### config.mk
export PLATFORM = sky130hd
export DESIGN_NAME = random_keystroke_sequencer_top
export DESIGN_NICKNAME = d
export VERILOG_FILES = /design/src/rtl/rks_pkg.sv /design/src/rtl/rks_csr.sv /design/src/rtl/rks_div.sv /design/src/rtl/rks_dp.sv /design/src/rtl/rks_ctrl.sv /design/src/rtl/random_keystroke_sequencer_top.sv
export SDC_FILE = /design/constraint.sdc
export NUM_CORES = 1
export LEC_CHECK = 0
export BUFFER_PORTS_ARGS = -buffer_cell sky130_fd_sc_hd__clkbuf_2
export CAP_MARGIN = 25
export CELL_PAD_IN_SITES_DETAIL_PLACEMENT = 2
export CELL_PAD_IN_SITES_GLOBAL_PLACEMENT = 2
export CORE_UTILIZATION = 26
export CTS_CLUSTER_DIAMETER = 150
export DETAILED_ROUTE_END_ITERATION = 8
export PLACE_DENSITY = 0.67
export SYNTH_ARGS = -nofsm -noshare
export SYNTH_HDL_FRONTEND = slang
export SYNTH_HIERARCHICAL = 1
export SYNTH_SLANG_ARGS = --single-unit
### constraint.sdc
create_clock -name clock -period 4.72 [get_ports clock]
set_clock_uncertainty 0.2 [all_clocks]
set_input_delay 0 -clock clock [delete_from_list [all_inputs] [get_ports clock]]
set_output_delay 0 -clock clock [all_outputs]
set_load 0.05 [all_outputs]
### src/rtl/rks_pkg.sv
// Shared types, constants and helper functions of the random keystroke sequencer.
package rks_pkg;

   // Widths fixed by the register map and the item fields
   localparam int RND_W      = 16;
   localparam int DIV_CNT_W  = $clog2(RND_W + 1);
   localparam int CSR_ADDR_W = 5;
   localparam int CSR_DATA_W = 32;
   localparam int CODE_W     = 8;
   localparam int MIN_DLY_W  = 15;

   localparam logic [RND_W-1:0] SEED_FALLBACK = 16'hA5A5;
   localparam logic [RND_W-1:0] LETTER_COUNT  = 16'd26;
   localparam logic [RND_W-1:0] TICKS_MAX     = 16'hFFFF;

   // Reset values of the configuration registers
   localparam logic [RND_W-1:0]     HOLD_RESET        = 16'd8;
   localparam logic [MIN_DLY_W-1:0] MIN_DELAY_RESET   = 15'd1190;
   localparam logic [RND_W-1:0]     SPAN_RESET        = 16'd2380;
   localparam logic [RND_W-1:0]     WAIT_LIMIT_RESET  = 16'd11904;
   localparam logic [CODE_W-1:0]    LETTER_BASE_RESET = 8'd4;
   localparam logic [CODE_W-1:0]    ERASE_CODE_RESET  = 8'd42;

   typedef enum logic [2:0] {
      REG_HOLD        = 3'd0,
      REG_MIN_DELAY   = 3'd1,
      REG_SPAN        = 3'd2,
      REG_WAIT_LIMIT  = 3'd3,
      REG_LETTER_BASE = 3'd4,
      REG_ERASE_CODE  = 3'd5
   } reg_idx_type;

   typedef enum logic [1:0] {
      FUNC_TICK = 2'd0,
      FUNC_ARM  = 2'd1,
      FUNC_KEY  = 2'd2,
      FUNC_POLL = 2'd3
   } func_type;

   typedef enum logic [1:0] {
      MODE_OFF  = 2'd0,
      MODE_WAIT = 2'd1,
      MODE_RUN  = 2'd2
   } mode_type;

   typedef enum logic [1:0] {
      STEP_LETTER_DOWN = 2'd0,
      STEP_LETTER_UP   = 2'd1,
      STEP_ERASE_DOWN  = 2'd2,
      STEP_ERASE_UP    = 2'd3
   } step_type;

   typedef struct packed {
      logic [RND_W-1:0]     hold;
      logic [MIN_DLY_W-1:0] min_delay;
      logic [RND_W-1:0]     span;
      logic [RND_W-1:0]     wait_limit;
      logic [CODE_W-1:0]    letter_base;
      logic [CODE_W-1:0]    erase_code;
   } cfg_type;

   // Controller to datapath
   typedef struct packed {
      logic capture;
      logic start_div;
      logic commit;
   } ctrl_cmd_type;

   // Datapath to controller
   typedef struct packed {
      logic needs_div;
      logic div_done;
      logic out_free;
   } dp_status_type;

   // One step of the 16-bit xorshift generator (left 7, right 9, left 8)
   function automatic logic [RND_W-1:0] xorshift16(input logic [RND_W-1:0] value);
      logic [RND_W-1:0] a;
      logic [RND_W-1:0] b;
      a = value ^ (value << 7);
      b = a ^ (a >> 9);
      return b ^ (b << 8);
   endfunction

endpackage

### src/rtl/rks_csr.sv
// Configuration register bank with an APB-style write and read port.
module rks_csr (
   input  logic                             clock,
   input  logic                             reset,
   input  logic                             csr_psel,
   input  logic                             csr_penable,
   input  logic                             csr_pwrite,
   input  logic [rks_pkg::CSR_ADDR_W-1:0]   csr_paddr,
   input  logic [rks_pkg::CSR_DATA_W-1:0]   csr_pwdata,
   output logic [rks_pkg::CSR_DATA_W-1:0]   csr_prdata,
   output logic                             csr_pready,
   output rks_pkg::cfg_type                 cfg
);
   import rks_pkg::*;

   cfg_type     cfg_ff;
   cfg_type     cfg_in;
   reg_idx_type idx;
   logic        wr_en;

   assign idx        = reg_idx_type'(csr_paddr[CSR_ADDR_W-1:2]);
   assign wr_en      = csr_psel & csr_penable & csr_pwrite;
   assign csr_pready = 1'b1;
   assign cfg        = cfg_ff;

   // Decode the write transfer into the addressed register
   always_comb begin
      cfg_in = cfg_ff;
      if (wr_en) begin
         case (idx)
            REG_HOLD:        cfg_in.hold        = csr_pwdata[RND_W-1:0];
            REG_MIN_DELAY:   cfg_in.min_delay   = csr_pwdata[MIN_DLY_W-1:0];
            REG_SPAN:        cfg_in.span        = csr_pwdata[RND_W-1:0];
            REG_WAIT_LIMIT:  cfg_in.wait_limit  = csr_pwdata[RND_W-1:0];
            REG_LETTER_BASE: cfg_in.letter_base = csr_pwdata[CODE_W-1:0];
            REG_ERASE_CODE:  cfg_in.erase_code  = csr_pwdata[CODE_W-1:0];
            default:         cfg_in = cfg_ff;
         endcase
      end
   end

   always_ff @(posedge clock) begin
      if (reset) begin
         cfg_ff.hold        <= HOLD_RESET;
         cfg_ff.min_delay   <= MIN_DELAY_RESET;
         cfg_ff.span        <= SPAN_RESET;
         cfg_ff.wait_limit  <= WAIT_LIMIT_RESET;
         cfg_ff.letter_base <= LETTER_BASE_RESET;
         cfg_ff.erase_code  <= ERASE_CODE_RESET;
      end else begin
         cfg_ff <= cfg_in;
      end
   end

   // Read back the addressed register
   always_comb begin
      case (idx)
         REG_HOLD:        csr_prdata = CSR_DATA_W'(cfg_ff.hold);
         REG_MIN_DELAY:   csr_prdata = CSR_DATA_W'(cfg_ff.min_delay);
         REG_SPAN:        csr_prdata = CSR_DATA_W'(cfg_ff.span);
         REG_WAIT_LIMIT:  csr_prdata = CSR_DATA_W'(cfg_ff.wait_limit);
         REG_LETTER_BASE: csr_prdata = CSR_DATA_W'(cfg_ff.letter_base);
         REG_ERASE_CODE:  csr_prdata = CSR_DATA_W'(cfg_ff.erase_code);
         default:         csr_prdata = '0;
      endcase
   end

endmodule

### src/rtl/rks_div.sv
// Bit-serial restoring remainder unit: one quotient bit per cycle.
module rks_div (
   input  logic                        clock,
   input  logic                        reset,
   input  logic                        start,
   input  logic [rks_pkg::RND_W-1:0]   dividend,
   input  logic [rks_pkg::RND_W-1:0]   divisor,
   output logic                        done,
   output logic [rks_pkg::RND_W-1:0]   remainder
);
   import rks_pkg::*;

   logic [DIV_CNT_W-1:0] cnt_ff;
   logic [DIV_CNT_W-1:0] cnt_in;
   logic [RND_W-1:0]     rem_ff;
   logic [RND_W-1:0]     rem_in;
   logic [RND_W-1:0]     quo_ff;
   logic [RND_W-1:0]     quo_in;
   logic [RND_W:0]       trial;
   logic [RND_W:0]       div_ext;

   assign trial   = {rem_ff, quo_ff[RND_W-1]};
   assign div_ext = {1'b0, divisor};

   // Shift in the next dividend bit and subtract where it fits
   always_comb begin
      cnt_in = cnt_ff;
      rem_in = rem_ff;
      quo_in = quo_ff;
      if (start) begin
         cnt_in = DIV_CNT_W'(RND_W);
         rem_in = '0;
         quo_in = dividend;
      end else if (cnt_ff != '0) begin
         cnt_in = cnt_ff - 1'b1;
         quo_in = {quo_ff[RND_W-2:0], 1'b0};
         if (trial >= div_ext) begin
            rem_in = RND_W'(trial - div_ext);
         end else begin
            rem_in = trial[RND_W-1:0];
         end
      end
   end

   always_ff @(posedge clock) begin
      if (reset) begin
         cnt_ff <= '0;
      end else begin
         cnt_ff <= cnt_in;
      end
      rem_ff <= rem_in;
      quo_ff <= quo_in;
   end

   assign done      = (cnt_ff == '0);
   assign remainder = rem_ff;

endmodule

### src/rtl/rks_dp.sv
// Datapath: item capture, sequencer state, random draw and result register.
module rks_dp (
   input  logic                         clock,
   input  logic                         reset,
   input  rks_pkg::ctrl_cmd_type        cmd,
   output rks_pkg::dp_status_type       status,
   input  rks_pkg::cfg_type             cfg,
   input  logic [1:0]                   req_func,
   input  logic [rks_pkg::RND_W-1:0]    req_seed,
   input  logic                         req_pressed,
   input  logic                         req_matrix_busy,
   output logic                         rsp_valid,
   input  logic                         rsp_ready,
   output logic                         rsp_report_sent,
   output logic [rks_pkg::CODE_W-1:0]   rsp_letter_key,
   output logic                         rsp_erase_down,
   output logic                         rsp_running,
   output logic                         rsp_swallowed,
   output logic                         rsp_keep_awake
);
   import rks_pkg::*;

   // Captured item
   func_type         func_ff;
   logic [RND_W-1:0] seed_ff;
   logic             pressed_ff;
   logic             busy_ff;

   // Sequencer state
   mode_type         mode_ff,   mode_in;
   step_type         step_ff,   step_in;
   logic [CODE_W-1:0] held_ff,  held_in;
   logic [RND_W-1:0] rng_ff,    rng_in;
   logic [RND_W-1:0] cd_ff,     cd_in;
   logic             due_ff,    due_in;
   logic             saw_ff,    saw_in;

   // Result register
   logic             out_valid_ff, out_valid_in;
   logic             sent_ff,   sent_in;
   logic             erase_ff,  erase_in;
   logic             run_ff,    run_in;
   logic             swal_ff,   swal_in;
   logic             awake_ff,  awake_in;

   logic [RND_W-1:0] rnd_next;
   logic [RND_W-1:0] divisor;
   logic             div_done;
   logic [RND_W-1:0] rem_q;
   logic [RND_W-1:0] extra;
   logic [RND_W:0]   delay_sum;
   logic [RND_W-1:0] delay;

   assign rnd_next = xorshift16(rng_ff);
   assign divisor  = (step_ff == STEP_LETTER_DOWN) ? LETTER_COUNT : cfg.span;

   rks_div u_div (
      .clock     (clock),
      .reset     (reset),
      .start     (cmd.start_div),
      .dividend  (rnd_next),
      .divisor   (divisor),
      .done      (div_done),
      .remainder (rem_q)
   );

   // Saturating delay: minimum plus the random extra
   assign extra     = (cfg.span == '0) ? '0 : rem_q;
   assign delay_sum = {2'b00, cfg.min_delay} + {1'b0, extra};
   assign delay     = delay_sum[RND_W] ? TICKS_MAX : delay_sum[RND_W-1:0];

   // Report status to the controller
   assign status.needs_div = (func_ff == FUNC_POLL) && (mode_ff == MODE_RUN) && !busy_ff
                             && due_ff && (step_ff != STEP_ERASE_DOWN);
   assign status.div_done  = div_done;
   assign status.out_free  = !out_valid_ff || rsp_ready;

   // Next sequencer state and result for the captured item
   always_comb begin
      mode_in  = mode_ff;
      step_in  = step_ff;
      held_in  = held_ff;
      rng_in   = rng_ff;
      cd_in    = cd_ff;
      due_in   = due_ff;
      saw_in   = saw_ff;
      sent_in  = 1'b0;
      swal_in  = 1'b0;
      awake_in = 1'b0;
      if (cmd.start_div) begin
         rng_in = rnd_next;
      end
      if (cmd.commit) begin
         case (func_ff)
            FUNC_TICK: begin
               if (cd_ff != '0) begin
                  cd_in = cd_ff - 1'b1;
                  if (cd_ff == RND_W'(1)) begin
                     due_in = 1'b1;
                  end
               end
            end
            FUNC_ARM: begin
               if (mode_ff == MODE_OFF) begin
                  rng_in  = (seed_ff == '0) ? SEED_FALLBACK : seed_ff;
                  held_in = '0;
                  mode_in = MODE_WAIT;
                  saw_in  = 1'b1;
                  cd_in   = cfg.wait_limit;
                  due_in  = 1'b0;
               end
            end
            FUNC_KEY: begin
               if (mode_ff != MODE_OFF) begin
                  swal_in = 1'b1;
                  if (mode_ff == MODE_RUN && pressed_ff) begin
                     // cancel the run
                     held_in = '0;
                     cd_in   = cfg.wait_limit;
                     due_in  = 1'b0;
                     mode_in = MODE_WAIT;
                     saw_in  = 1'b0;
                     sent_in = 1'b1;
                  end
               end
            end
            default: begin
               if (mode_ff == MODE_WAIT) begin
                  if (busy_ff) begin
                     if (due_ff) begin
                        mode_in = MODE_OFF;
                     end
                  end else if (saw_ff) begin
                     mode_in = MODE_RUN;
                     step_in = STEP_LETTER_DOWN;
                     due_in  = 1'b1;
                  end else begin
                     mode_in = MODE_OFF;
                  end
               end else if (mode_ff == MODE_RUN) begin
                  if (busy_ff) begin
                     // cancel the run
                     held_in = '0;
                     cd_in   = cfg.wait_limit;
                     due_in  = 1'b0;
                     mode_in = MODE_WAIT;
                     saw_in  = 1'b0;
                     sent_in = 1'b1;
                  end else if (due_ff) begin
                     due_in   = 1'b0;
                     awake_in = 1'b1;
                     sent_in  = 1'b1;
                     case (step_ff)
                        STEP_LETTER_DOWN: begin
                           held_in = CODE_W'(cfg.letter_base + rem_q[CODE_W-1:0]);
                           cd_in   = cfg.hold;
                           step_in = STEP_LETTER_UP;
                        end
                        STEP_LETTER_UP: begin
                           held_in = '0;
                           cd_in   = delay;
                           step_in = STEP_ERASE_DOWN;
                        end
                        STEP_ERASE_DOWN: begin
                           cd_in   = cfg.hold;
                           step_in = STEP_ERASE_UP;
                        end
                        default: begin
                           cd_in   = delay;
                           step_in = STEP_LETTER_DOWN;
                        end
                     endcase
                  end
               end
            end
         endcase
      end
      erase_in = (mode_in == MODE_RUN) && (step_in == STEP_ERASE_UP);
      run_in   = (mode_in == MODE_RUN);
   end

   // Hold the result until its transfer completes
   always_comb begin
      out_valid_in = out_valid_ff;
      if (cmd.commit) begin
         out_valid_in = 1'b1;
      end else if (rsp_ready) begin
         out_valid_in = 1'b0;
      end
   end

   always_ff @(posedge clock) begin
      if (reset) begin
         mode_ff      <= MODE_OFF;
         step_ff      <= STEP_LETTER_DOWN;
         held_ff      <= '0;
         rng_ff       <= '0;
         cd_ff        <= '0;
         due_ff       <= 1'b0;
         saw_ff       <= 1'b0;
         out_valid_ff <= 1'b0;
      end else begin
         mode_ff      <= mode_in;
         step_ff      <= step_in;
         held_ff      <= held_in;
         rng_ff       <= rng_in;
         cd_ff        <= cd_in;
         due_ff       <= due_in;
         saw_ff       <= saw_in;
         out_valid_ff <= out_valid_in;
      end
      if (cmd.capture) begin
         func_ff    <= func_type'(req_func);
         seed_ff    <= req_seed;
         pressed_ff <= req_pressed;
         busy_ff    <= req_matrix_busy;
      end
      if (cmd.commit) begin
         sent_ff  <= sent_in;
         erase_ff <= erase_in;
         run_ff   <= run_in;
         swal_ff  <= swal_in;
         awake_ff <= awake_in;
      end
   end

   assign rsp_valid       = out_valid_ff;
   assign rsp_report_sent = sent_ff;
   assign rsp_letter_key  = held_ff;
   assign rsp_erase_down  = erase_ff;
   assign rsp_running     = run_ff;
   assign rsp_swallowed   = swal_ff;
   assign rsp_keep_awake  = awake_ff;

endmodule

### src/rtl/rks_ctrl.sv
// Controller: sequences capture, random draw and commit of one item.
module rks_ctrl (
   input  logic                    clock,
   input  logic                    reset,
   input  logic                    req_valid,
   output logic                    req_ready,
   input  rks_pkg::dp_status_type  status,
   output rks_pkg::ctrl_cmd_type   cmd
);
   import rks_pkg::*;

   typedef enum logic [1:0] {
      ST_IDLE,
      ST_EVAL,
      ST_DIV,
      ST_COMMIT
   } state_type;

   state_type state_ff;
   state_type state_in;

   // Pick the next state from datapath status
   always_comb begin
      state_in = state_ff;
      case (state_ff)
         ST_IDLE: begin
            if (req_valid) begin
               state_in = ST_EVAL;
            end
         end
         ST_EVAL: begin
            state_in = status.needs_div ? ST_DIV : ST_COMMIT;
         end
         ST_DIV: begin
            if (status.div_done) begin
               state_in = ST_COMMIT;
            end
         end
         ST_COMMIT: begin
            if (status.out_free) begin
               state_in = ST_IDLE;
            end
         end
         default: state_in = ST_IDLE;
      endcase
   end

   always_ff @(posedge clock) begin
      if (reset) begin
         state_ff <= ST_IDLE;
      end else begin
         state_ff <= state_in;
      end
   end

   // Issue commands
   assign req_ready     = (state_ff == ST_IDLE);
   assign cmd.capture   = (state_ff == ST_IDLE) && req_valid;
   assign cmd.start_div = (state_ff == ST_EVAL) && status.needs_div;
   assign cmd.commit    = (state_ff == ST_COMMIT) && status.out_free;

endmodule

### src/rtl/random_keystroke_sequencer_top.sv
// Top level of the random keystroke sequencer: controller, datapath and registers.
// An item is captured in ST_IDLE, evaluated in ST_EVAL and registered as a result on
// commit in ST_COMMIT; a run step that draws a random letter or delay passes through
// ST_DIV between evaluation and commit, in the bit-serial remainder unit. A new item
// is taken only after the previous commit, while that result waits in the output register.
// Reset: synchronous, active high; clears mode, step, generator, countdown and
// the result valid, and loads the register defaults.
module random_keystroke_sequencer_top (
   input  logic                             clock,
   input  logic                             reset,
   input  logic                             req_valid,
   output logic                             req_ready,
   input  logic [1:0]                       req_func,
   input  logic [rks_pkg::RND_W-1:0]        req_seed,
   input  logic                             req_pressed,
   input  logic                             req_matrix_busy,
   output logic                             rsp_valid,
   input  logic                             rsp_ready,
   output logic                             rsp_report_sent,
   output logic [rks_pkg::CODE_W-1:0]       rsp_letter_key,
   output logic                             rsp_erase_down,
   output logic                             rsp_running,
   output logic                             rsp_swallowed,
   output logic                             rsp_keep_awake,
   input  logic                             csr_psel,
   input  logic                             csr_penable,
   input  logic                             csr_pwrite,
   input  logic [rks_pkg::CSR_ADDR_W-1:0]   csr_paddr,
   input  logic [rks_pkg::CSR_DATA_W-1:0]   csr_pwdata,
   output logic [rks_pkg::CSR_DATA_W-1:0]   csr_prdata,
   output logic                             csr_pready
);
   import rks_pkg::*;

   cfg_type       cfg;
   ctrl_cmd_type  cmd;
   dp_status_type status;

   rks_csr u_csr (
      .clock       (clock),
      .reset       (reset),
      .csr_psel    (csr_psel),
      .csr_penable (csr_penable),
      .csr_pwrite  (csr_pwrite),
      .csr_paddr   (csr_paddr),
      .csr_pwdata  (csr_pwdata),
      .csr_prdata  (csr_prdata),
      .csr_pready  (csr_pready),
      .cfg         (cfg)
   );

   rks_ctrl u_ctrl (
      .clock     (clock),
      .reset     (reset),
      .req_valid (req_valid),
      .req_ready (req_ready),
      .status    (status),
      .cmd       (cmd)
   );

   rks_dp u_dp (
      .clock           (clock),
      .reset           (reset),
      .cmd             (cmd),
      .status          (status),
      .cfg             (cfg),
      .req_func        (req_func),
      .req_seed        (req_seed),
      .req_pressed     (req_pressed),
      .req_matrix_busy (req_matrix_busy),
      .rsp_valid       (rsp_valid),
      .rsp_ready       (rsp_ready),
      .rsp_report_sent (rsp_report_sent),
      .rsp_letter_key  (rsp_letter_key),
      .rsp_erase_down  (rsp_erase_down),
      .rsp_running     (rsp_running),
      .rsp_swallowed   (rsp_swallowed),
      .rsp_keep_awake  (rsp_keep_awake)
   );

endmodule

# Word-level counts from Yosys, hierarchy flattened
# Index checks and enable logic that the tools add are counted.
# W data, S select, Z words.
totals:
  register_bits: 190
  inputBits: 64
  out_inout_bits: 48
  word_cells: 203
classes:
  n_addsub: 5
  order_cmp: 1
  n_eq_ne: 31
  muxes: 83
  bitwise: 7
  reduce_logical: 48
op_table:
  columns: ["operator", "n"]
  rows:
  - ["$mux W16", 20]
  - ["$pmux W16 S6", 1]
  - ["$mux W8", 7]
  - ["$pmux W16 S3", 1]
  - ["$mux W2", 21]
  - ["$logic_not A16 Y1", 2]
  - ["$xor A16 B16 Y16", 2]
  - ["$pmux W8 S3", 1]
  - ["$mux W1", 23]
  - ["$reduce_bool A5 Y1", 4]
  - ["$reduce_and A9 Y1", 2]
  - ["$add A15 B16 Y17", 1]
  - ["$ge A17 B16 Y1", 1]
  - ["$eq A16 B1 Y1 const B", 1]
  - ["$eq A2 B2 Y1 const B", 8]
  - ["$pmux W8 S2", 1]
  - ["$reduce_and A8 Y1", 2]
  - ["$reduce_bool A16 Y1", 1]
  - ["$sub A16 B1 Y16 const B", 1]
  - ["$sub A16 B16 Y16", 1]
  - ["$xor A16 B7 Y16", 1]
  - ["$ne A2 B1 Y1 const B", 7]
  - ["$pmux W2 S3", 2]
  - ["$reduce_and A2 Y1", 6]
  - ["other kinds (30)", 58]

# Depth between registers and ports, before layout
# Gate-level depths: netlist of the first run.
logic_depth:
  word_depth: 10
  ltp_mapped: 14
  depth_no_buf: 12

# Cells and area by module
# Netlist of the first run, hierarchy kept.
modules_own_cells:
  columns: ["module", "instances", "cells_per_inst", "area_each_um2", "seq_area_each_um2"]
  rows:
  - ["rks_dp", 1, 627, 5395.2, 1691.6]
  - ["rks_csr", 1, 415, 3965.1, 1581.5]
  - ["rks_div", 1, 294, 2620.0, 900.9]
  - ["rks_ctrl", 1, 24, 212.7, 40.0]

# Least setup slack after synthesis of the first run
# No wires, ideal clock.
synth_path:
  kind: "register to register"
  startpoint: "reg u_dp.step_ff[0]"
  endpoint: "reg u_dp.u_div.rem_ff[11] (netlist: u_dp/u_div/remainder[11])"
  setup_ns: 0.079
  arrival_ns: 3.107
  t_required_ns: 4.441
  setup_slack_ns: 1.334
  stages_incl_launch_ff: 13
  path_buffers: 1
  synth_period_minus_slack_ns: 3.386
  cell_sequence: "dfxtp_1 inv_1 ha_1 clkbuf_1 or2_2 inv_1 ha_1 and2b_1 o2111ai_2 a2111oi_4 o31ai_4 or4_1 a211oi_2"
synth_between:
  elab_chain_len: 4
  elab_cells_between_ends: 8
  cone_classes: "1 x add/sub; 1 x order compare; 1 x eq/ne; 2 x mux; 3 x reduce/logical"
synth_rtl:
  columns: ["element", "line", "source"]
  rows:
  - ["start: declaration", "rks_dp.sv:31", "step_type step_ff, step_in;"]
  - ["start signal: assignment", "rks_dp.sv:204", "step_ff <= step_in;"]
  - ["$logic_not A2 Y1 *", "rks_dp.sv:55", "assign divisor = (step_ff == STEP_LETTER_DOWN) ? LETTER_COUNT : cfg.span;"]
  - ["$mux W16 *", "rks_dp.sv:55", null]
  - ["via u_dp.divisor[1]", "rks_dp.sv:47", "logic [RND_W-1:0] divisor;"]
  - ["$sub A16 B16 Y16 or $ge A17 B16 Y1 (tied branches)", "rks_div.sv:38, rks_div.sv:37", null]
  - ["$mux W16 *", "rks_div.sv:37", "if (trial >= div_ext) begin"]
  - ["end signal: assignment", "rks_div.sv:51", "rem_ff <= rem_in;"]
  - ["end: declaration", "rks_div.sv:15", "logic [RND_W-1:0] rem_ff;"]
# Mark *: on every way through the listed nets, which the timed path passes. The rest lies on a longest branch.
# A chain may end at the register's enable or synchronous reset.

# Worst setup path in the final report of the first run
layout_path:
  startpoint: "reg u_csr.cfg_ff (netlist bit u_csr/cfg[34])"
  endpoint: "reg u_dp.cd_ff[7]"
layout_between:
  elab_chain_len: 10
layout_rtl:
  columns: ["element", "line", "source"]
  rows:
  - ["start: declaration", "rks_csr.sv:16", "cfg_type cfg_ff;"]
  - ["start signal: assignment", "rks_csr.sv:51", "cfg_ff <= cfg_in;"]
  - ["$logic_not A16 Y1", "rks_dp.sv:68", "assign extra = (cfg.span == '0) ? '0 : rem_q;"]
  - ["$mux W16", "rks_dp.sv:68", null]
  - ["$add A15 B16 Y17", "rks_dp.sv:69", "assign delay_sum = {2'b00, cfg.min_delay} + {1'b0, extra};"]
  - ["$mux W16", "rks_dp.sv:70", "assign delay = delay_sum[RND_W] ? TICKS_MAX : delay_sum[RND_W-1:0];"]
  - ["$mux W16", "rks_dp.sv:153", "case (step_ff)"]
  - ["$mux W16", "rks_dp.sv:149", "end else if (due_ff) begin"]
  - ["$mux W16", "rks_dp.sv:141", "if (busy_ff) begin"]
  - ["$mux W16", "rks_dp.sv:140", "end else if (mode_ff == MODE_RUN) begin"]
  - ["$mux W16", "rks_dp.sv:128", "if (mode_ff == MODE_WAIT) begin"]
  - ["$pmux W16 S3", "rks_dp.sv:94", "case (func_ff)"]
  - ["end signal: assignment", "rks_dp.sv:207", "cd_ff <= cd_in;"]
  - ["end: declaration", "rks_dp.sv:34", "logic [RND_W-1:0] cd_ff, cd_in;"]
# Every way passes these cells. The select of a mux whose other input is x is not followed.

==> summary.md, run 1 <==
| Metric | Value |
|---|---|
| Boundary Pins | `112` |
| CP Buf/Inv Count | `1` |
| R2r setup slk | `730 ps` |
| Die ar. | `47,800 um^2` |
| Reg2reg end | `u_dp/cd_ff[7]$_SDFFE_PP0P_` |
| Remaining DRCs | `0` |
| GRT met3 Usage | `4.41%` |
| H-tree depth | `4` |
| R2r startpoint | `u_csr/cfg[34]$_SDFFE_PP1P_` |
| Top delay family on crit path | `simple AND/OR/NAND/NOR gates` |
| Number of CTS-inserted buffers | `17` |
| Clock Tree Buf Depth | `2` |
| Worst-path cell chain | `nor4_1, nand4_1, and2_1, ha_1, fa_1, a21oi_1, o21ai_0, a211oi_1, o21ai_1, buf_12, nor4_1, o32ai_1` |
| CP max-delay cell | `fa_1` |
| Worst vdd ir | `0.417 mV` |
| Largest net degree at the start of global routing | `156` |
| Number of global-route vias before repair | `11.4k` |
| Crit path time final | `3990 ps` |
| Seq cells post-synth | `190` |
| FILL cells | `5,106` |
| RSZ-0062 raised after global routing | `false` |
| Synthesized cell area | `12,200 um^2` |
| Share of layout cells above drive strength 1 | `13.2%` |
| Vias per std cell | `5.20` |
| Mapped Cells | `1,360` |
| Commonest non-fill, non-tap cell in the layout | `dfxtp_1` |
| Drt wl/cell | `21.6 um` |
| Crit path required time | `4850 ps` |
| Met2 usage | `31.1%` |
| P&R area growth vs syn | `16.7%` |
| Yosys cell types | `91` |
| Critical path startpoint category | `flop` |
| DPL Wire Length | `32,700 um` |
| Fin nets | `1,575` |
| Die width | `219 um` |
| Hold WC Path Type | `in -> reg` |
| 1st-pass router iterations | `4` |
| Crit-path max FO | `15` |
| Die height | `219 um` |
| Ys async rst share | `0%` |
| Final period util | `84.6%` |
| Iteration-0 DRC Markers | `455` |
| TritonCTS clock tree | `done` |
| Vias | `10.8k` |
| Root Buffer | `clkbuf_16` |
| Yosys warning count | `6` |
| Core Area | `45,800 um^2` |
| Top FF cell, synth | `dfxtp_1` |
| Drt total wl | `44,600 um` |
| Pwr per Cell Area | `483 nW/um^2` |
| Met1 Usage GRT | `24.1%` |
| Top cell by count, worst path | `nor4_1` |
| CP endpoint kind | `flop` |
| Clock transition at path regs | `80 ps` |
| Max Cap Viol | `0` |
| Slowest stage delay, CP | `450 ps` |
| GRT Overall Usage | `19.0%` |
| # Post-CTS Setup Buffers | `0` |
| Setup-failing EPs final | `0` |
| Latest clock arrival within the worst-skew pair | `490 ps` |
| Pre-CTS setup slack | `772 ps` |
| Gpl congestion | `0.819` |
| Least-Margin Pin Slew | `978 ps` |
| CP Class | `reg -> reg` |
| Hold Path Depth | `2` |
| I/O Buffers | `76` |
| Critical path depth in cells | `12` |
| Remaining antenna violation count after routing | `0` |
| Worst hold start | `req_seed[15]` |
| TNS Setup | `0 ps` |
| Initial core utilization | `26.6%` |
| Sequential-to-total area share from yosys stat | `34.6%` |
| Mean Syn Cell Area | `8.97 um^2` |
| Row Count | `78` |
| Commonest non-fill, non-tap cells in the layout | `dfxtp_1, nor2_1, mux2i_1, a21oi_1, clkbuf_2` |
| Worst R2R Path Depth | `12` |
| Final Hold Viols | `0` |
| Grt total ovfl | `0` |
| Initial antenna violation count | `0` |
| CTS sink count | `190` |
| Leakage | `5.61 nW` |
| Hold endpoint | `u_dp/seed_ff[15]$_DFFE_PP_` |
| First-pass GRT wire length | `68,400 um` |
| FMAX | `250 MHz` |
| Most crowded layer after global routing | `met2` |
| Fin. max-slew vios | `0` |
| Status | `finished clean` |
| Slew headroom | `34.8%` |
| Critical Path AT | `4130 ps` |
| Number of flops mapped to enable cells by yosys | `41` |
| Setup ws final | `726 ps` |
[worst max path at each step]
stage / endpoint / slack (ps) / startpoint
after floorplan: u_dp/u_div/remainder[11]$_SDFFE_PP0N_ / 1330 / u_dp/step_ff[0]$_SDFF_PP0_
after global placement: u_dp/u_div/remainder[11]$_SDFFE_PP0N_ / 910 / u_dp/step_ff[0]$_SDFF_PP0_
after detailed placement: u_dp/cd_ff[7]$_SDFFE_PP0P_ / 770 / u_csr/cfg[37]$_SDFFE_PP0P_
after CTS: u_dp/cd_ff[7]$_SDFFE_PP0P_ / 750 / u_csr/cfg[37]$_SDFFE_PP0P_
after global routing: u_dp/cd_ff[9]$_SDFFE_PP0P_ / 510 / u_csr/cfg[36]$_SDFFE_PP0P_
final: u_dp/cd_ff[7]$_SDFFE_PP0P_ / 730 / u_csr/cfg[34]$_SDFFE_PP1P_
[routing by layer]
metal | vias up | share of wire (%)
li1 | 5115 | -
met4 | 0 | 2.4
met1 | 5462 | 47
met2 | 136 | 48
met5 | - | 0
met3 | 43 | 3.3
[cells in the mapped netlist, types with 16 or more instances]
master      n  area, um^2
dfxtp_1   149        2980
nor2_1    120         450
a21oi_1    78         390
mux2i_1    78         781
nand2b_1   69         432
nand2_1    64         240
o21ai_0    61         305
ha_1       56         701
nand3_1    53         265
clkbuf_1   47         176
inv_1      46         173
edfxtp_1   41        1230
and2_1     33         206
xor2_1     32         280
xnor2_1    30         263
mux2_2     28         315
buf_4      24         180
nor2b_1    24         150
a211oi_1   21         158
nor4_1     19         119
nor3_1     16        80.1
[cells by family (layout without fill, tap and decap cells)]
group,after synthesis,after routing,share of synthesized area (%)
muxes,113,113,10.3
DFF,190,190,34.6
buffers and inverters,143,233,5.75
AOI/OAI and AO/OA,322,322,18.4
adders and majority gates,59,59,6.24
other,2,19,0.0616
and+or+nand+nor,469,469,20.3
xor gates and xnor gates,62,62,4.45
[where the power goes]
group	leakage [nW]	switching, mW	total (mW)	internal (mW)
Clock	0.290	0.721	1.53	0.809
Sequential	1.61	0.255	2.23	1.97
Combinational	3.71	1.92	3.12	1.20
Total	5.61	2.89	6.87	3.98
[stage by stage]
step | cells | utilization [%] | power (mW) | cell area (um^2) | hold slack [ps]
floorplan | 1375 | - | 4.44 | 12200 | -131
global placement | 1969 | 28.4 | 5.23 | 13000 | -20.5
detailed placement | 1970 | 28.4 | 5.33 | 13000 | -20.8
CTS | 2062 | 31.0 | 6.94 | 14200 | 2.28
global route | 2065 | 31.1 | 7.34 | 14200 | 29.2
finish | 2067 | 31.1 | 6.87 | 14200 | 43.7
[timing repair]
item,in CTS,in global routing
gates resized for setup,0,0
hold buffers,60,0
endpoints found under the hold margin,128,0
[registers in the layout, indices dropped and copies added, names as in the netlist, 2 cells and up]
| register | cells |
|---|---|
| u_csr/cfg | 79 |
| u_ctrl/state_ff | 2 |
| u_dp/cd_ff | 16 |
| u_dp/func_ff | 2 |
| u_dp/mode_ff | 2 |
| u_dp/rng_ff | 16 |
| u_dp/rsp_letter_key | 8 |
| u_dp/seed_ff | 16 |
| u_dp/step_ff | 2 |
| u_dp/u_div/cnt_ff | 5 |
| u_dp/u_div/quo_ff | 16 |
| u_dp/u_div/remainder | 16 |
[final cells by class]
type / instances / area (um^2) / share of cell area [%]
well taps: 600 / 751 / 5.28
diodes: 2 / 5.00 / 0.0352
clock inverters: 12 / 149 / 1.05
clock buffers: 20 / 447 / 3.14
flip-flops and latches: 190 / 4210 / 29.6
repair buffers: 154 / 1150 / 8.06
multi-input cells: 1042 / 7340 / 51.6
inverters: 47 / 176 / 1.24
(Power assumes the default switching activity.)
==> run 2, diff against run 1 <==
clock period = 3.9 ns   (was 4.72 ns; I/O delays follow)
==> summary.md, run 2 (synthesized netlist as in run 1, its figures left out) <==
| Metric | Value |
|---|---|
| Row Count | `78 (unchanged)` |
| Max Cap Viol | `0 (unchanged)` |
| Hold Slack | `36.0 ps (-7.73 ps)` |
| Grt total ovfl | `0 (unchanged)` |
| Fin nets | `1,610 (+2.2%)` |
| Antenna cell count | `0 (-2)` |
| Root Buffer | `clkbuf_16` |
| DPL Wire Length | `33,900 um (+4.0%)` |
| Crit path required time | `4100 ps (-750 ps)` |
| Hold WC Path Type | `in -> reg` |
| Gpl congestion | `0.875 (+6.9%)` |
| CP endpoint kind | `flop` |
| Multi-input logic area | `7360 um^2 (+0.31%)` |
| FILL cells | `5,124 (+0.35%)` |
| 1st-pass router iterations | `5 (+1)` |
| Core Area | `45,800 um^2 (unchanged)` |
| Least-Margin Pin Slew | `957 ps (-21.1 ps)` |
| Clock transition at path regs | `80 ps (about the same)` |
| Critical path startpoint category | `flop` |
| Crit path time final | `3680 ps (-316 ps)` |
| Final period util | `94.3% (+9.7 points)` |
| Critical Path AT | `3880 ps (-250 ps)` |
| Number of CTS-inserted buffers | `17 (unchanged)` |
| Max reg flops | `79 (unchanged)` |
| Slew headroom | `36.2% (+1.4 points)` |
| Clock Tree Buf Depth | `2 (unchanged)` |
| Drt total wl | `46,400 um (+4.2%)` |
| Register area | `4210 um^2 (unchanged)` |
| Initial antenna violation count | `0 (unchanged)` |
| Drt wl/cell | `22.1 um (+2.5%)` |
| Fin. max-slew vios | `0 (unchanged)` |
| Iteration-0 DRC Markers | `559 (+23%)` |
| Status | `finished clean` |
| CP Class | `reg -> reg` |
| Pwr per Cell Area | `586 nW/um^2 (+21%)` |
| Hold endpoint | `u_dp/func_ff[0]$_DFFE_PP_` |
| I/O Buffers | `76 (unchanged)` |
| First-pass GRT wire length | `71,600 um (+4.6%)` |
| Share of layout cells above drive strength 1 | `15.0% (+1.8 points)` |
| Boundary Pins | `112 (unchanged)` |
| R2r startpoint | `u_dp/step_ff[0]$_SDFF_PP0_` |
| Remaining antenna violation count after routing | `0 (unchanged)` |
| Reg2reg end | `u_dp/u_div/remainder[9]$_SDFFE_PP0N_` |
| Remaining DRCs | `0 (unchanged)` |
| Commonest non-fill, non-tap cell in the layout | `dfxtp_1` |
| GRT Overall Usage | `19.9% (+0.91 points)` |
| Worst R2R Path Depth | `13 (+1)` |
| R2r setup slk | `220 ps (-500 ps)` |
| Initial core utilization | `26.6% (unchanged)` |
| TritonCTS clock tree | `done` |
| Leakage | `5.78 nW (+3.0%)` |
| Die width | `219 um (unchanged)` |
| H-tree depth | `4 (unchanged)` |
| Setup-failing EPs final | `0 (unchanged)` |
| Die height | `219 um (unchanged)` |
| Number of global-route vias before repair | `11.9k (+4.7%)` |
| Worst vdd ir | `0.423 mV (+1.4%)` |
| P&R area growth vs syn | `19.3%` |
| Largest net degree at the start of global routing | `156 (unchanged)` |
| Final core occ | `31.8% (+0.70 points)` |
| Final Hold Viols | `0 (unchanged)` |
| Vias | `10.9k (+1.8%)` |
| Power, Total | `8.52 mW (+24%)` |
| Hold Path Depth | `2 (unchanged)` |
| CTS sink count | `190 (unchanged)` |
| Commonest non-fill, non-tap cells in the layout | `dfxtp_1, nor2_1, mux2i_1` |
| FMAX | `272 MHz (+8.6%)` |
| Worst hold start | `req_func[0]` |
| Die ar. | `47,800 um^2 (unchanged)` |
| Latest clock arrival within the worst-skew pair | `500 ps (about the same)` |
| Crit-path max FO | `12 (-3)` |
| Vias per std cell | `5.21 (+0.19%)` |
run 2: power breakdown:
group | internal (mW) | switching (mW)
Combinational | 1.54 | 2.42
Sequential | 2.38 | 0.309
Clock | 0.914 | 0.951
run 2: how the worst max path moves through the flow:
| stage | from | end | slack (ps) | cells after the start |
|---|---|---|---|---|
| 2_1_floorplan | u_dp/step_ff[0]$_SDFF_PP0_ | u_dp/u_div/remainder[11]$_SDFFE_PP0N_ | 510 | 12 |
| 3_3_place_gp | u_dp/step_ff[0]$_SDFF_PP0_ | u_dp/u_div/remainder[7]$_SDFFE_PP0N_ | 250 | 12 |
| 3_5_place_dp | u_dp/step_ff[0]$_SDFF_PP0_ | u_dp/u_div/remainder[10]$_SDFFE_PP0N_ | 60 | 13 |
| 4_1_cts | u_dp/step_ff[0]$_SDFF_PP0_ | u_dp/u_div/remainder[10]$_SDFFE_PP0N_ | 40 | 13 |
| 5_1_grt | u_dp/step_ff[0]$_SDFF_PP0_ | u_dp/u_div/remainder[9]$_SDFFE_PP0N_ | -3 | 13 |
| 6_report | u_dp/step_ff[0]$_SDFF_PP0_ | u_dp/u_div/remainder[9]$_SDFFE_PP0N_ | 220 | 13 |
run 2: area by class of cell:
type                       count  share of cell area [%]
multi-input combinational   1042                    50.6
tap                          600                    5.16
clock inverter                15                    1.20
inverter                      47                    1.21
clock buffer                  17                    2.92
timing repair buffer         189                    9.92
sequential                   190                    29.0
run 2: metrics by stage:
step	setup slack [ps]	instance area (um^2)	setup TNS [ps]	instances
floorplan	514	12200	0	1375
global placement	247	13200	0	1997
detailed placement	64.2	13200	0	1997
CTS	37.2	14500	0	2099
global route	-2.79	14500	-2.79	2100
finish	222	14500	0	2100
run 2: metal layers:
| layer | up-vias | share of wire, % | routed length, um | global-route usage, % |
|---|---|---|---|---|
| met5 | - | 0 | 0 | 0 |
| met4 | 0 | 1.6 | 743 | 5.15 |
| met3 | 35 | 2.9 | 1370 | 3.81 |
| met2 | 140 | 48 | 22500 | 33.8 |
| met1 | 5595 | 47 | 21900 | 25.6 |
| li1 | 5178 | - | - | - |
run 2: worst max-delay path, cell delays in order (launching register included):
cell      delay (ps)
dfxtp_1          360
inv_1             90
ha_2             300
buf_4            180
nor2b_1          170
inv_1             70
ha_1             370
a21oi_2          230
nor2_1            80
or4b_4           570
o31ai_4          420
buf_12           200
nand2_1           60
a311oi_1         280
run 2: what timing repair did:
item	in CTS	in global routing
hold endpoints to repair	141	0
resized for setup	0	7
buffers inserted	0	0
hold buffers	70	0
endpoints found under the setup margin	0	17
==> run 3, diff against run 2 <==
PLACE_DENSITY = 0.69   (was 0.67)
SYNTH_HIERARCHICAL = not set   (was 1)
==> summary.md, run 3 <==
| Metric | Value |
|---|---|
| DPL Wire Length | `32,200 um (-5.3%)` |
| Mapped Cells | `1,347 (-0.96%)` |
| Row Count | `76 (-2.6%)` |
| Core Area | `43,100 um^2 (-5.9%)` |
| TritonCTS clock tree | `done` |
| Reg2reg end | `u_dp.cd_ff[7]$_SDFFE_PP0P_` |
| Drt wl/cell | `20.4 um (-7.6%)` |
| Crit-path max FO | `5 (-7)` |
| Critical path startpoint category | `flop` |
| Root Buffer | `clkbuf_16` |
| Final Hold Viols | `0 (unchanged)` |
| Mean Syn Cell Area | `8.42 um^2 (-6.1%)` |
| Fin. max-slew vios | `0 (unchanged)` |
| Ys async rst share | `0% (unchanged)` |
| CP endpoint kind | `flop` |
| Synth top area cells | `dfxtp_1, edfxtp_1, nand2_1` |
| Commonest non-fill, non-tap cells in the layout | `nand2_1, dfxtp_1, nor2_1` |
| Yosys cell types | `75 (-18%)` |
| Seq cells post-synth | `190 (unchanged)` |
| First-pass GRT wire length | `66,100 um (-7.7%)` |
| Yosys warning count | `0 (-6)` |
| Yosys top cell by area | `dfxtp_1` |
| Crit path to | `u_dp.cd_ff[7]$_SDFFE_PP0P_` |
| Crit path required time | `4030 ps (-70 ps)` |
| Number of CTS-inserted buffers | `17 (unchanged)` |
| Iteration-0 DRC Markers | `377 (-33%)` |
| TNS Setup | `0 ps (unchanged)` |
| Die width | `211 um (-3.5%)` |
| P&R area growth vs syn | `20.2%` |
| Die height | `211 um (-3.5%)` |
| FMAX | `271 MHz (-0.44%)` |
| Sequential-to-total area share from yosys stat | `37.2% (+2.6 points)` |
| Fin nets | `1,589 (-1.3%)` |
| Drt total wl | `42,200 um (-9.1%)` |
| Hold WC Path Type | `in -> reg` |
| Remaining DRCs | `0 (unchanged)` |
| Least-Margin Pin Slew | `1020 ps (+67.5 ps)` |
| Gpl congestion | `0.839 (-4.1%)` |
| CTS sink count | `190 (unchanged)` |
| Synthesized cell area | `11,300 um^2 (-7.0%)` |
| Status | `finished clean` |
| FILL cells | `4,871 (-4.9%)` |
| Top FF cell, synth | `dfxtp_1` |
| Setup-failing EPs final | `0 (unchanged)` |
| Boundary Pins | `112 (unchanged)` |
| Final period util | `94.7% (+0.41 points)` |
| Max reg flops | `79 (unchanged)` |
| # Post-CTS Setup Buffers | `0 (unchanged)` |
| Slew headroom | `31.7% (-4.5 points)` |
| Worst R2R Path Depth | `15 (+2)` |
| Crit path time final | `3690 ps (+16.2 ps)` |
| RSZ-0062 raised after global routing | `false` |
| Vias per std cell | `5.03 (-3.5%)` |
| Pwr per Cell Area | `603 nW/um^2 (+3.0%)` |
| 1st-pass router iterations | `4 (-1)` |
| Largest net degree at the start of global routing | `78 (-50%)` |
| Die ar. | `44,500 um^2 (-6.9%)` |
| Number of flops mapped to enable cells by yosys | `41 (unchanged)` |
| Clock transition at path regs | `80 ps (about the same)` |
| Hold Slack | `55.2 ps (+19.2 ps)` |
| Post-synth top area share | `26.3% (+1.8 points)` |
| Vias | `10.4k (-5.0%)` |
| Initial core utilization | `26.3% (-0.31 points)` |
| Share of layout cells above drive strength 1 | `14.0% (-0.96 points)` |
| CP Class | `reg -> reg` |
| I/O Buffers | `76 (unchanged)` |
| Latest clock arrival within the worst-skew pair | `450 ps (-50 ps)` |
| Clock Tree Buf Depth | `2 (unchanged)` |
| Critical path origin | `u_csr.cfg[47]$_SDFFE_PP0P_` |
| R2r setup slk | `210 ps (-20 ps)` |
| Commonest non-fill, non-tap cell in the layout | `nand2_1` |
| H-tree depth | `4 (unchanged)` |
| GRT Overall Usage | `19.3% (-0.58 points)` |
| R2r startpoint | `u_csr.cfg[47]$_SDFFE_PP0P_` |
| Critical Path AT | `3820 ps (-60 ps)` |
| Leakage | `5.24 nW (-9.3%)` |
| Post-synth top cells | `nand2_1, dfxtp_1, nor2_1` |
| Max Cap Viol | `0 (unchanged)` |
| Remaining antenna violation count after routing | `0 (unchanged)` |
| Most frequent cell after synthesis | `nand2_1` |
| Number of global-route vias before repair | `11.3k (-5.1%)` |
| Worst vdd ir | `0.324 mV (-23%)` |
| Grt total ovfl | `0 (unchanged)` |
| Initial antenna violation count | `2 (+2)` |
## run 3: area by class of cell
cell class,count,area [um^2],area share (%)
diodes,1,2.50,0.0184
clock buffers,20,437,3.20
clock inverters,11,133,0.973
inverters,34,128,0.936
multi-input cells,1046,6690,49.1
flip-flops and latches,190,4210,30.9
well taps,585,732,5.37
repair buffers,180,1300,9.51
## run 3: worst min-delay path by stage
stage                                from                         end  slack [ps]  depth (start not counted)
after floorplan           req_matrix_busy      u_dp.busy_ff$_DFFE_PP_        -100                          0
after global placement        req_seed[5]   u_dp.seed_ff[5]$_DFFE_PP_         -20                          1
after detailed placement      req_seed[4]   u_dp.seed_ff[4]$_DFFE_PP_         -20                          1
after CTS                    req_seed[15]  u_dp.seed_ff[15]$_DFFE_PP_          40                          2
after global routing          req_seed[4]   u_dp.seed_ff[4]$_DFFE_PP_          50                          2
final                         req_pressed   u_dp.pressed_ff$_DFFE_PP_          60                          2
## run 3: report_power, final
part	leakage, nW	internal [mW]	switching, mW
Clock	0.273	0.951	0.845
Combinational	3.36	1.50	2.22
Sequential	1.61	2.40	0.311
## run 3: cells by family (layout without fill, tap and decap cells)
family | after synthesis | after routing | synth area share (%)
xor gates and xnor gates | 80 | 80 | 6.18
muxes | 49 | 49 | 5.37
DFF | 190 | 190 | 37.2
and+or+nand+nor | 522 | 522 | 21.9
buffers and inverters | 126 | 245 | 4.84
other | 2 | 18 | 0.0662
AOI/OAI and AO/OA | 322 | 322 | 18.1
adders and majority gates | 56 | 56 | 6.38
## run 3: metal layers
metal / global-route usage [%] / part of all wire [%]
met5: 0 / 0.019
met4: 5.57 / 2.0
met3: 2.66 / 2.3
met2: 34.3 / 51
met1: 24.2 / 45
## run 3: what timing repair did
action	CTS	global route
setup endpoints to repair	4	16
endpoints found under the hold margin	108	0
pin swaps	0	2
gates resized for setup	2	6
hold buffers	40	0
## run 3: critical path, stage by stage, from the launching register on
cell and delay, ps:
dfxtp_1 310, nor4_1 290, buf_4 170, nand4_1 90, buf_4 180, and2_1 150, ha_1 200, fa_1 420
a211oi_2 240, o21ai_1 150, nand4_1 150, a31oi_2 120, a31o_2 310, or3_1 370, o211ai_1 110, a21oi_1 90
## run 3: through the flow
step	util, %	area (um^2)	setup WS, ps	cells	total power, mW
after floorplan	-	11400	483	1362	5.16
after global placement	29.3	12600	126	1994	6.25
after detailed placement	29.3	12600	5.93	1994	6.37
after CTS	31.5	13600	6.33	2065	8.25
after global routing	31.6	13600	17.8	2066	8.76
final	31.7	13600	206	2067	8.22
